==> src/rtl/core/tbpc_pkg.sv <==
// Shared types and constants of the timed blind position controller.
// Holds the motion state codes, request and status codes, register indexes
// and the configuration register set. No dependencies.
package tbpc_pkg;

   // Field and word widths.
   localparam int unsigned NOW_W      = 32;
   localparam int unsigned LEVEL_W    = 16;
   localparam int unsigned QUOT_W     = 26;  // elapsed time / 100 fits in 26 bits
   localparam int unsigned RUN_W      = 42;  // quotient times a 16-bit rate
   localparam int unsigned PROD_W     = 64;
   localparam int unsigned REQ_DATA_W = 40;
   localparam int unsigned RSP_DATA_W = 40;

   // Division by 100 as a multiplication by a reciprocal (exact for 32-bit values).
   localparam logic [31:0] DIV100_MAGIC = 32'h51EB_851F;
   localparam int unsigned DIV100_SHIFT = 37;

   // Overshoot beyond the target that turns a stop into a stop for a reverse.
   localparam logic [LEVEL_W-1:0] REVERSE_MARGIN = 16'd2000;

   // Level of an unreferenced blind after reset.
   localparam logic [LEVEL_W-1:0] LEVEL_MID = 16'h8000;

   // Motion state codes.
   localparam logic [2:0] ST_STOP      = 3'd0;
   localparam logic [2:0] ST_PREP_UP   = 3'd1;
   localparam logic [2:0] ST_PREP_DOWN = 3'd2;
   localparam logic [2:0] ST_UP        = 3'd3;
   localparam logic [2:0] ST_DOWN      = 3'd4;

   // Request kinds.
   localparam logic [1:0] REQ_TICK = 2'd0;
   localparam logic [1:0] REQ_UP   = 2'd1;
   localparam logic [1:0] REQ_DOWN = 2'd2;
   localparam logic [1:0] REQ_STOP = 2'd3;

   // Status codes of a result word.
   localparam logic [1:0] STATUS_OK         = 2'd0;
   localparam logic [1:0] STATUS_DOWN_START = 2'd1;
   localparam logic [1:0] STATUS_UP_START   = 2'd2;
   localparam logic [1:0] STATUS_END        = 2'd3;

   // Relay modes.
   localparam logic [1:0] MODE_TWO_PHASE = 2'd0;
   localparam logic [1:0] MODE_ACT_UP    = 2'd1;
   localparam logic [1:0] MODE_ACT_DOWN  = 2'd2;

   // Register indexes of the configuration port.
   localparam logic [2:0] CSR_RELAY_MODE    = 3'd0;
   localparam logic [2:0] CSR_CHANGE_RATE   = 3'd1;
   localparam logic [2:0] CSR_STOP_WAIT     = 3'd2;
   localparam logic [2:0] CSR_PREPARE_WAIT  = 3'd3;
   localparam logic [2:0] CSR_UP_END        = 3'd4;
   localparam logic [2:0] CSR_DOWN_END      = 3'd5;
   localparam logic [2:0] CSR_UP_OVERTRAVEL = 3'd6;
   localparam logic [2:0] CSR_DOWN_OVERTRAVEL = 3'd7;

   typedef logic [LEVEL_W-1:0] level_type;

   typedef struct packed {
      logic [1:0] relay_mode;
      logic [15:0] change_per_tenth_second;
      logic [15:0] stop_wait_ms;
      logic [15:0] prepare_wait_ms;
      level_type   level_up_end;
      level_type   level_down_end;
      level_type   level_up_overtravel;
      level_type   level_down_overtravel;
   } cfg_type;

   localparam cfg_type CFG_RESET = '{
      relay_mode:              MODE_TWO_PHASE,
      change_per_tenth_second: 16'd192,
      stop_wait_ms:            16'd1000,
      prepare_wait_ms:         16'd500,
      level_up_end:            16'd4096,
      level_down_end:          16'd61440,
      level_up_overtravel:     16'd0,
      level_down_overtravel:   16'd65535
   };

endpackage

==> src/rtl/core/timed_blind_position_controller_top.sv <==
// Top level of the timed blind position controller.
// Depends on tbpc_pkg for codes, widths and the configuration register set.
//
// The block takes one word per clock cycle while the result side does not stall it,
// and gives one result word for each. The word passes an input stage, an estimate
// stage and the result register, which drives rsp_tvalid. The first stage
// subtracts the last change time from the timestamp and divides the elapsed time
// by 100 through a reciprocal multiplier, for both the stored change time and the
// timestamp of the word ahead, so the estimate stage only selects the right
// quotient. The estimate stage holds the state feedback loop that sets the rate:
// one 26 by 16 multiplier, the position clamp, the end and target compares and
// the update of the motion state, relays and levels. Commands only move the
// target; the relays change on tick words alone. Configuration is to be written
// through csr_we, csr_index and csr_wdata only while no word is in flight; the
// block itself does not enforce this.
module timed_blind_position_controller_top (
   input  logic                                clock,
   input  logic                                reset,
   // Request words
   input  logic                                req_tvalid,
   output logic                                req_tready,
   // [0] forced, [32:1] now_ms, [39:33] zero
   input  logic [tbpc_pkg::REQ_DATA_W-1:0]     req_tdata,
   // [1:0] req_type
   input  logic [1:0]                          req_tuser,
   // Result words
   output logic                                rsp_tvalid,
   input  logic                                rsp_tready,
   // [1:0] status_code, [2] power_relay, [3] direction_relay,
   // [19:4] target_out, [35:20] position_out, [39:36] zero
   output logic [tbpc_pkg::RSP_DATA_W-1:0]     rsp_tdata,
   // Configuration writes
   input  logic                                csr_we,
   input  logic [2:0]                          csr_index,
   input  logic [15:0]                         csr_wdata
);
   import tbpc_pkg::*;

   // Configuration registers.
   cfg_type cfg_ff;

   // Controller state.
   logic [2:0]        motion_ff, motion_in;
   logic [NOW_W-1:0]  lct_ff, lct_in;
   level_type         known_ff, known_in;
   level_type         target_ff, target_in;
   logic              power_ff, power_in;
   logic              dir_ff, dir_in;

   // Input stage.
   logic              s1_valid_ff;
   logic [1:0]        s1_type_ff;
   logic              s1_forced_ff;
   logic [NOW_W-1:0]  s1_now_ff;

   // Estimate stage.
   logic              s2_valid_ff;
   logic [1:0]        s2_type_ff;
   logic              s2_forced_ff;
   logic [NOW_W-1:0]  s2_now_ff;
   logic [NOW_W-1:0]  s2_el_a_ff, s2_el_b_ff;
   logic [QUOT_W-1:0] s2_q_a_ff, s2_q_b_ff;
   logic              s2_use_b_ff;

   // Result register.
   logic              rsp_valid_ff;
   logic [1:0]        rsp_status_ff;
   logic              rsp_power_ff;
   logic              rsp_dir_ff;
   level_type         rsp_target_ff;
   level_type         rsp_position_ff;

   // Flow control.
   logic out_free, s2_fire, s2_free, s1_move, req_fire;

   assign out_free   = !rsp_valid_ff || rsp_tready;
   assign s2_fire    = s2_valid_ff && out_free;
   assign s2_free    = !s2_valid_ff || s2_fire;
   assign s1_move    = s1_valid_ff && s2_free;
   assign req_tready = !s1_valid_ff || s1_move;
   assign req_fire   = req_tvalid && req_tready;

   // Configuration writes.
   always_ff @(posedge clock) begin
      if (reset) begin
         cfg_ff <= CFG_RESET;
      end else if (csr_we) begin
         unique case (csr_index)
            CSR_RELAY_MODE:      cfg_ff.relay_mode <= csr_wdata[1:0];
            CSR_CHANGE_RATE:     cfg_ff.change_per_tenth_second <= csr_wdata;
            CSR_STOP_WAIT:       cfg_ff.stop_wait_ms <= csr_wdata;
            CSR_PREPARE_WAIT:    cfg_ff.prepare_wait_ms <= csr_wdata;
            CSR_UP_END:          cfg_ff.level_up_end <= csr_wdata;
            CSR_DOWN_END:        cfg_ff.level_down_end <= csr_wdata;
            CSR_UP_OVERTRAVEL:   cfg_ff.level_up_overtravel <= csr_wdata;
            CSR_DOWN_OVERTRAVEL: cfg_ff.level_down_overtravel <= csr_wdata;
         endcase
      end
   end

   // Elapsed time and its tenth-second count for both possible change times.
   // Candidate a uses the stored change time, candidate b the timestamp of the
   // word in the estimate stage, which becomes the change time if that word
   // changes state as it leaves.
   logic [NOW_W-1:0]  el_a, el_b;
   logic [PROD_W-1:0] prod_a, prod_b;

   always_comb begin
      el_a   = s1_now_ff - lct_ff;
      el_b   = s1_now_ff - s2_now_ff;
      prod_a = PROD_W'(el_a) * PROD_W'(DIV100_MAGIC);
      prod_b = PROD_W'(el_b) * PROD_W'(DIV100_MAGIC);
   end

   // Position estimate from the selected run time.
   logic [NOW_W-1:0]  el;
   logic [QUOT_W-1:0] quot;
   logic [RUN_W-1:0]  run;
   logic [RUN_W-1:0]  down_sum;
   level_type         up_raw, up_est, down_est, cur;

   always_comb begin
      el       = s2_use_b_ff ? s2_el_b_ff : s2_el_a_ff;
      quot     = s2_use_b_ff ? s2_q_b_ff : s2_q_a_ff;
      run      = RUN_W'(quot) * RUN_W'(cfg_ff.change_per_tenth_second);
      up_raw   = (run >= RUN_W'(known_ff)) ? '0 : known_ff - run[LEVEL_W-1:0];
      up_est   = (up_raw < cfg_ff.level_up_overtravel) ? cfg_ff.level_up_overtravel : up_raw;
      down_sum = RUN_W'(known_ff) + run;
      down_est = (down_sum > RUN_W'(cfg_ff.level_down_overtravel)) ?
                 cfg_ff.level_down_overtravel : down_sum[LEVEL_W-1:0];
      if (motion_ff == ST_UP) begin
         cur = up_est;
      end else if (motion_ff == ST_DOWN) begin
         cur = down_est;
      end else begin
         cur = known_ff;
      end
   end

   // End checks: the clamped stop level and whether the overshoot stays inside
   // the reverse margin.
   level_type clamp_lv;
   logic      near_up, near_down;

   always_comb begin
      if (cur > cfg_ff.level_down_end) begin
         clamp_lv = cfg_ff.level_down_end;
      end else if (cur < cfg_ff.level_up_end) begin
         clamp_lv = cfg_ff.level_up_end;
      end else begin
         clamp_lv = cur;
      end
      near_up   = ({1'b0, cur} + {1'b0, REVERSE_MARGIN}) > {1'b0, target_ff};
      near_down = {1'b0, cur} < ({1'b0, target_ff} + {1'b0, REVERSE_MARGIN});
   end

   // Motion sequencer and command handling.
   logic       lct_chg, halt, go_up, go_down, mode_latched;
   logic [1:0] status_in;
   level_type  pos_in;

   always_comb begin
      motion_in    = motion_ff;
      lct_in       = lct_ff;
      known_in     = known_ff;
      target_in    = target_ff;
      power_in     = power_ff;
      dir_in       = dir_ff;
      status_in    = STATUS_OK;
      lct_chg      = 1'b0;
      halt         = 1'b0;
      go_up        = 1'b0;
      go_down      = 1'b0;
      mode_latched = (cfg_ff.relay_mode == MODE_ACT_UP) ||
                     (cfg_ff.relay_mode == MODE_ACT_DOWN);

      unique case (s2_type_ff)
         REQ_TICK: begin
            priority if (motion_ff == ST_STOP && el >= NOW_W'(cfg_ff.stop_wait_ms)) begin
               if (target_ff > known_ff) begin
                  motion_in = ST_PREP_DOWN;
                  lct_chg   = 1'b1;
                  if (cfg_ff.relay_mode == MODE_ACT_UP) begin
                     dir_in = 1'b0;
                  end else if (cfg_ff.relay_mode == MODE_ACT_DOWN) begin
                     dir_in = 1'b1;
                  end
               end else if (target_ff < known_ff) begin
                  motion_in = ST_PREP_UP;
                  lct_chg   = 1'b1;
                  if (cfg_ff.relay_mode == MODE_ACT_UP) begin
                     dir_in = 1'b1;
                  end else if (cfg_ff.relay_mode == MODE_ACT_DOWN) begin
                     dir_in = 1'b0;
                  end
               end else begin
                  power_in = 1'b0;
                  dir_in   = 1'b0;
               end
            end else if (motion_ff == ST_PREP_DOWN &&
                         el >= NOW_W'(cfg_ff.prepare_wait_ms)) begin
               motion_in = ST_DOWN;
               lct_chg   = 1'b1;
               go_down   = 1'b1;
               status_in = STATUS_DOWN_START;
               if (cfg_ff.relay_mode == MODE_ACT_UP) begin
                  power_in = 1'b1;
                  dir_in   = 1'b0;
               end else if (cfg_ff.relay_mode == MODE_ACT_DOWN) begin
                  power_in = 1'b1;
                  dir_in   = 1'b1;
               end else begin
                  power_in = 1'b0;
                  dir_in   = 1'b1;
               end
            end else if (motion_ff == ST_PREP_UP &&
                         el >= NOW_W'(cfg_ff.prepare_wait_ms)) begin
               motion_in = ST_UP;
               lct_chg   = 1'b1;
               go_up     = 1'b1;
               status_in = STATUS_UP_START;
               power_in  = 1'b1;
               dir_in    = (cfg_ff.relay_mode == MODE_ACT_UP);
            end else if (motion_ff == ST_UP && cur <= target_ff) begin
               halt = 1'b1;
               if (near_up) begin
                  known_in  = clamp_lv;
                  target_in = clamp_lv;
               end else begin
                  known_in = cur;
               end
            end else if (motion_ff == ST_DOWN && cur >= target_ff) begin
               halt = 1'b1;
               if (near_down) begin
                  known_in  = clamp_lv;
                  target_in = clamp_lv;
               end else begin
                  known_in = cur;
               end
            end else begin
               status_in = STATUS_OK;
            end
         end
         REQ_UP: begin
            if (motion_ff == ST_STOP) begin
               target_in = (!s2_forced_ff && known_ff <= cfg_ff.level_up_end) ?
                           cfg_ff.level_down_overtravel : cfg_ff.level_up_overtravel;
            end else begin
               target_in = cur;
            end
         end
         REQ_DOWN: begin
            if (motion_ff == ST_STOP) begin
               target_in = (!s2_forced_ff && known_ff >= cfg_ff.level_down_end) ?
                           cfg_ff.level_up_overtravel : cfg_ff.level_down_overtravel;
            end else begin
               target_in = cur;
            end
         end
         REQ_STOP: begin
            target_in = cur;
         end
      endcase

      // A stop drops power; the direction relay drops only in modes other than act-up and act-down.
      if (halt) begin
         motion_in = ST_STOP;
         lct_chg   = 1'b1;
         status_in = STATUS_END;
         power_in  = 1'b0;
         if (!mode_latched) begin
            dir_in = 1'b0;
         end
      end

      if (lct_chg) begin
         lct_in = s2_now_ff;
      end

      // Position after the word: zero run time wherever the change time moved.
      if (halt) begin
         pos_in = known_in;
      end else if (go_down) begin
         pos_in = (known_ff > cfg_ff.level_down_overtravel) ?
                  cfg_ff.level_down_overtravel : known_ff;
      end else if (go_up) begin
         pos_in = (known_ff < cfg_ff.level_up_overtravel) ?
                  cfg_ff.level_up_overtravel : known_ff;
      end else begin
         pos_in = cur;
      end
   end

   // Pipeline valid bits and controller state.
   always_ff @(posedge clock) begin
      if (reset) begin
         s1_valid_ff  <= 1'b0;
         s2_valid_ff  <= 1'b0;
         rsp_valid_ff <= 1'b0;
         motion_ff    <= ST_STOP;
         lct_ff       <= '0;
         known_ff     <= LEVEL_MID;
         target_ff    <= LEVEL_MID;
         power_ff     <= 1'b0;
         dir_ff       <= 1'b0;
      end else begin
         if (req_tready) begin
            s1_valid_ff <= req_tvalid;
         end
         if (s2_free) begin
            s2_valid_ff <= s1_valid_ff;
         end
         if (out_free) begin
            rsp_valid_ff <= s2_valid_ff;
         end
         if (s2_fire) begin
            motion_ff <= motion_in;
            lct_ff    <= lct_in;
            known_ff  <= known_in;
            target_ff <= target_in;
            power_ff  <= power_in;
            dir_ff    <= dir_in;
         end
      end
   end

   // Payload registers of the three stages.
   always_ff @(posedge clock) begin
      if (req_fire) begin
         s1_type_ff   <= req_tuser;
         s1_forced_ff <= req_tdata[0];
         s1_now_ff    <= req_tdata[NOW_W:1];
      end
      if (s1_move) begin
         s2_type_ff   <= s1_type_ff;
         s2_forced_ff <= s1_forced_ff;
         s2_now_ff    <= s1_now_ff;
         s2_el_a_ff   <= el_a;
         s2_el_b_ff   <= el_b;
         s2_q_a_ff    <= prod_a[DIV100_SHIFT +: QUOT_W];
         s2_q_b_ff    <= prod_b[DIV100_SHIFT +: QUOT_W];
         s2_use_b_ff  <= s2_fire && lct_chg;
      end
      if (s2_fire) begin
         rsp_status_ff   <= status_in;
         rsp_power_ff    <= power_in;
         rsp_dir_ff      <= dir_in;
         rsp_target_ff   <= target_in;
         rsp_position_ff <= pos_in;
      end
   end

   assign rsp_tvalid = rsp_valid_ff;
   assign rsp_tdata  = {4'b0000, rsp_position_ff, rsp_target_ff,
                        rsp_dir_ff, rsp_power_ff, rsp_status_ff};

   // The motor is never powered while the direction is still settling.
   a_prep_unpowered: assert property (@(posedge clock) disable iff (reset)
      (motion_ff == ST_PREP_UP || motion_ff == ST_PREP_DOWN) |-> !power_ff)
      else $error("motor powered during direction settle");

   // Upward motion is only entered from its settle state.
   a_up_entry: assert property (@(posedge clock) disable iff (reset)
      (motion_ff == ST_UP && $past(motion_ff) != ST_UP) |-> $past(motion_ff) == ST_PREP_UP)
      else $error("up motion entered without settle");

   // Downward motion is only entered from its settle state.
   a_down_entry: assert property (@(posedge clock) disable iff (reset)
      (motion_ff == ST_DOWN && $past(motion_ff) != ST_DOWN) |->
      $past(motion_ff) == ST_PREP_DOWN)
      else $error("down motion entered without settle");

   // An end status goes out only together with an actual stop.
   a_end_stops: assert property (@(posedge clock) disable iff (reset)
      (s2_fire && status_in == STATUS_END) |=> (motion_ff == ST_STOP && !power_ff))
      else $error("end status without motor stop");

   // A word held in the estimate stage keeps its timestamp while it waits.
   a_s2_hold: assert property (@(posedge clock) disable iff (reset)
      (s2_valid_ff && !out_free) |=> (s2_valid_ff && $stable(s2_now_ff)))
      else $error("estimate stage word lost while stalled");

endmodule

==> config.mk <==
export PLATFORM = sky130hd
export DESIGN_NAME = timed_blind_position_controller_top
export DESIGN_NICKNAME = d
export VERILOG_FILES = /design/src/rtl/core/tbpc_pkg.sv /design/src/rtl/core/timed_blind_position_controller_top.sv
export SDC_FILE = /design/constraint.sdc
export NUM_CORES = 2
export LEC_CHECK = 0
export ABC_CLOCK_PERIOD_IN_PS = 24100
export BUFFER_PORTS_ARGS = -buffer_cell sky130_fd_sc_hd__buf_2
export CAP_MARGIN = 20
export CORE_MARGIN = 2
export CORE_UTILIZATION = 60
export CTS_BUF_LIST = sky130_fd_sc_hd__clkbuf_4 sky130_fd_sc_hd__clkbuf_8
export DETAILED_ROUTE_END_ITERATION = 10
export PLACE_DENSITY = 0.87
export SETUP_SLACK_MARGIN = 0.2
export SLEW_MARGIN = 30
export SYNTH_ARGS = -nofsm -noshare
export SYNTH_HDL_FRONTEND = slang
export SYNTH_SLANG_ARGS = --single-unit
==> constraint.sdc <==
create_clock -name clock -period 24.1 [get_ports clock]
set_input_delay 1.205 -clock clock [delete_from_list [all_inputs] [get_ports clock]]
set_output_delay 1.205 -clock clock [all_outputs]
set_load 0.05 [all_outputs]
* Word level (Yosys, flattened, before mapping)
Index checks and enable logic that the tools add are counted.
Widths: inputs -> output; s select.
** Operators by class
- $add $sub $neg :: 6
- Multiply operators :: 3
- $lt $le $gt $ge :: 17
- Equal/unequal tests :: 17
- Mux-type cells :: 86
- Reduce and logical (&&, ||, !) cells :: 34
** Operators with widths (count)
- $mux 16 :: 31
- $mul 32x31->63 const B :: 2
- $ge 32x16->1 :: 2
- $lt 16x16->1 :: 4
- $pmux 16 s4 :: 1
- $sub 32x32->32 :: 2
- $gt 16x16->1 :: 3
- $add 16x42->42 :: 1
- $ge 42x16->1 :: 1
- $gt 42x16->1 :: 1
- $mul 26x16->42 :: 1
- $mux 1 :: 41
- $add 16x11->17 const B :: 2
- $ge 16x16->1 :: 2
- $le 16x16->1 :: 2
- $mux 32 :: 1
- $mux 26 :: 1
- $mux 3 :: 7
- $reduce_and 2->1 :: 9
- $gt 17x16->1 :: 1
- $lt 16x17->1 :: 1
- $sub 16x16->16 :: 1
- $eq 3x3->1 const B :: 5
- $eq 3x2->1 const B :: 4
- 13 further kinds :: 37
** Word-level totals
- Register bits after elaboration :: 409
- Input port bits :: 66
- Output and inout port bits :: 42
- Word-level logic and storage cells :: 196

* Depth between registers and ports, before layout
- Depth after elaboration :: 18
- Gate-level depth with buffers :: 68

* Worst setup path after synthesis
No wires, ideal clock.
- Path kind :: register to register
- From :: reg s2_use_b_ff
- To :: reg rsp_target_ff[15], data pin
- Library setup time :: 0.267 ns
- Arrival time :: 13.836 ns
- Required time :: 23.833 ns
- Path slack :: 9.997 ns
- Stages on the path, launching flop included :: 63
- Clock period less this slack :: 14.103 ns
- Cell sequence :: edfxtp_1 -> clkbuf_1 -> clkbuf_1 -> mux2_2 -> clkbuf_1 -> and2_1 -> fa_1 -> inv_1 -> fa_1 -> fa_1 -> fa_1 -> inv_1 -> fa_1 -> fa_1 -> ha_1 -> a21oi_1 -> a21boi_0 -> xnor2_1 -> [... 27 more ...] -> ha_1 -> a2111oi_0 -> and4_1 -> xnor2_1 -> ha_1 -> a21o_1 -> a21oi_1 -> nor2b_1 -> o31a_1 -> o21a_1 -> o21a_1 -> o21ba_2 -> a41oi_1 -> a311oi_2 -> a31oi_4 -> buf_6 -> mux2i_1 -> nor2_1
** Between the ends
- Longest elaborated chain between the ends :: 17
- Elaborated cells on any way between the ends :: 39
** RTL lines
- from (decl) :: RTL line timed_blind_position_controller_top.sv:63 : logic s2_use_b_ff;
- from (signal assigned) :: RTL line timed_blind_position_controller_top.sv:342 : s2_use_b_ff <= s2_fire && lct_chg;
- parallel branches: the longest is 16 deep, another holds $mul 26x16->42
- $pmux 16 s4 (*) :: RTL line timed_blind_position_controller_top.sv:177 : unique case (s2_type_ff)
- named net target_in[15] :: RTL line timed_blind_position_controller_top.sv:46 : level_type target_ff, target_in;
- to (signal assigned) :: RTL line timed_blind_position_controller_top.sv:348 : rsp_target_ff <= target_in;
- to (decl) :: RTL line timed_blind_position_controller_top.sv:70 : level_type rsp_target_ff;
Mark *: on every way through the listed nets, which the timed path passes.
A chain may end at the register's enable or synchronous reset.

* Worst setup path after layout
- From :: reg s2_use_b_ff
- To :: reg rsp_position_ff[6], data pin
** Between the ends
- Longest elaborated chain between the ends :: 18
- Elaborated cells on any way between the ends :: 53
** RTL lines
- parallel branches: the longest is 17 deep, another holds $mul 26x16->42
- $mux 16 (*) :: RTL line timed_blind_position_controller_top.sv:281 : if (halt) begin
- named net pos_in[6] :: RTL line timed_blind_position_controller_top.sv:160 : level_type pos_in;
- to (signal assigned) :: RTL line timed_blind_position_controller_top.sv:349 : rsp_position_ff <= pos_in;
- to (decl) :: RTL line timed_blind_position_controller_top.sv:71 : level_type rsp_position_ff;
Marks and branches as above.

==> results.yml <==
route:
  dr.pass1.iters: 7
  drc: 0
  vias: 57200
  drt_iter0_markers: 5013
  wirelength_um: 214000
  postRouteAntennaNets: 0
  wl_per_cell_um: 22.6
  via_per_inst: 6.04
synth:
  yosysWarnings: 0
  yosysUniqueCellTypes: 103
  ys_seq_area_share_pct: 14.1
  netlist_instances: 7722
  ys_async_sr_fraction_pct: 0
  ys.flop_type: "edfxtp_1"
  synth_seq_cells: 409
  avgSynthCellArea_um2: 9.57
  synth-edff-count: 223
  syn_area_mm2: 0.0739
timing:
  grt_setup_unrepaired: "no"
  timing.fmax_mhz: 58.0
  slew_viol_final: 0
  fin_crit_sh_pct: 71.5
  worst_pin_slew_ps: 1110
  finalSetupViolations: 0
  hold_violations: 0
  finClkSkew_ps: 71.6
  setup-tns-final_ps: 0
  slew_headroom_pct: 25.1
  layout_min_cycle_time_ps: 17240
  hold_slack_ps: 438
die:
  die_x_um: 355
  die_y_um: 355
  placementRows: 128
  core_area_mm2: 0.122
  start_util_pct: 60.6
  die-area_mm2: 0.126
  ioPinCount: 108
place:
  port_buffers: 96
  hpwlAfterDp_um: 175000
  routabilityCongestion: 1.01
  dp_cells: 9335
min_path:
  hp-class: "flop to flop"
finish:
  nets: 10200
  stdcell_count: 9468
  final_util_pct: 64.0
  syn2layout_area_growth_pct: 5.65
  drive_gt1_share_pct: 6.28
critical_path:
  path_max_fanout: 44
  critPathKind: "flop to flop"
  crit_start: "s2_use_b_ff"
  slowest_stage: "nor2_1"
  cp_data_required_time_ps: 24580
  timing.rr.start: "s2_use_b_ff"
  cp_common_cell: "inv_1"
  r2r_slack_ps: 6860
  critPathMaxStageDelay_ps: 850
  reg2reg_to: "rsp_position_ff[6]"
  cp.arrival_ps: 17720
  end_kind: "flop"
  start_kind: "flop"
  ff2ff_path_depth: 55
  worstSetupEndpoint: "rsp_position_ff[6]"
clocking:
  post_cts_buffers: 0
  cts.path.max_buffers: 3
  root_buffer: "clkbuf_8"
  insertion_delay_ps: 770
  clk_pin_slew_worst_paths_ps: 70
  cts_buffers: 70
  cts_tree: "yes"
  htree_levels: 3
  cts.sinks: 409
  cts_hold_buf: 0
  cts_resized: 0
global_routing:
  grt_pass1_vias: 61100
  track_usage_pct: 34.6
  gr-total-overflow: 0
  grt_max_degree: 150
  antenna_found_initial: 12
  grt_pass1_wl_um: 338000
status:
  status: "complete, no violations"
job:
  drv_cap: 0
## cells in the final DEF (no fill, tap or decap), drive strengths merged, types with 93 or more instances in the layout
cell type     n
edfxtp      223
fa         1116
a21o        162
inv        1655
nand2       658
dfxtp       186
ha         1230
o211ai       93
buf         224
o21ai       182
xnor2       125
nand3       106
a21oi       334
nor2        216
and2        170
clkbuf       96
## final cells by class
type / count / area, um2
fill: 9528 / 44000
sequential: 409 / 10400
clock buffer: 96 / 1200
tap: 1625 / 2030
inverter: 1653 / 6200
timing repair buffer: 224 / 1460
antenna: 4 / 10.0
clock inverter: 33 / 297
multi-input combinational: 5424 / 56500
## worst max-delay path, delay by kind of cell, from the launching register on
family	cells	cell delay [ps]
simple gates	14	4220
fa+ha+maj	10	3900
buf+inv	10	1810
mux	2	980
xor+xnor	1	420
compound gates	18	5230
flops	1	360
## cells in the mapped netlist (11+ instances only)
cell       number  share of area [%]
a2111oi_0      22               0.26
a211oi_1       59               0.60
a21boi_0       20               0.20
a21o_1        162                1.6
a21oi_1       334                2.3
a221oi_1       14               0.17
a311oi_1       11               0.13
a31oi_1        27               0.23
and2_1        169                1.4
and3_1         35               0.30
and4_1         12               0.14
buf_1          16              0.081
buf_2          16               0.11
clkbuf_1      192               0.98
dfxtp_1       186                5.0
edfxtp_1      223                9.1
fa_1         1116                 30
ha_1         1230                 21
inv_1        1650                8.4
mux2_2         59               0.90
mux2i_1        59               0.80
nand2_1       658                3.3
nand2b_1       51               0.43
nand3_1       106               0.72
nand4_1        58               0.49
nor2_1        216                1.1
nor2b_1        53               0.45
nor3_1         74               0.50
nor4_1         44               0.37
o211ai_1       92               0.93
o21a_1         49               0.50
o21ai_0       168                1.1
o21ai_1        11              0.074
o21bai_1       17               0.17
o22ai_1        19               0.16
o31a_1         17               0.20
o31ai_1        20               0.20
or2_2          15               0.13
or3_1          32               0.27
or4_1          13               0.13
xnor2_1       125                1.5
xor2_1         65               0.77
## per-layer routing
layer	GRT usage [%]	up-vias	share of wire (%)
li1	-	25500	-
met1	43.6	28200	38
met2	57.0	2768	47
met3	5.62	749	8.2
met4	19.4	8	6.8
met5	0	-	0.027
## flip-flops by register name, summed over array words and instances (netlist names), 26 cells and up
name and count:
s2_q_a_ff 26, s2_el_a_ff 32, lct_ff 32, s1_now_ff 32, cfg_ff 114, s2_el_b_ff 32, s2_q_b_ff 26, s2_now_ff 32
## how the worst min path moves through the flow
stage / cells past startpoint / end / from
final: 0 / s2_forced_ff / s1_forced_ff
after detailed placement: 0 / s2_forced_ff / s1_forced_ff
after CTS: 0 / s2_forced_ff / s1_forced_ff
after global routing: 0 / s2_forced_ff / s1_forced_ff
after floorplan: 0 / s2_forced_ff / s1_forced_ff
after global placement: 0 / s2_forced_ff / s1_forced_ff
## metrics by stage
stage	worst slack [ps]	cell area, um2
2_1_floorplan	10000	73900
3_3_place_gp	7140	76500
3_5_place_dp	7290	76500
4_1_cts	7230	78000
5_1_grt	6160	78100
6_report	6860	78100
## cells by family (layout without fill, tap and decap cells)
family	Yosys count	count (layout)	synth area share, %
fa+ha+maj	2347	2347	51.1
buf+inv	1892	2006	9.72
simple gates	1577	1577	10.3
compound gates	1185	1185	10.8
flops	409	409	14.1
xor+xnor	191	191	2.27
mux	120	120	1.73
other cells	1	8	0.00507
Power is not shown: default switching activity piles up to over one toggle a cycle in this logic, so the estimate is an artifact.
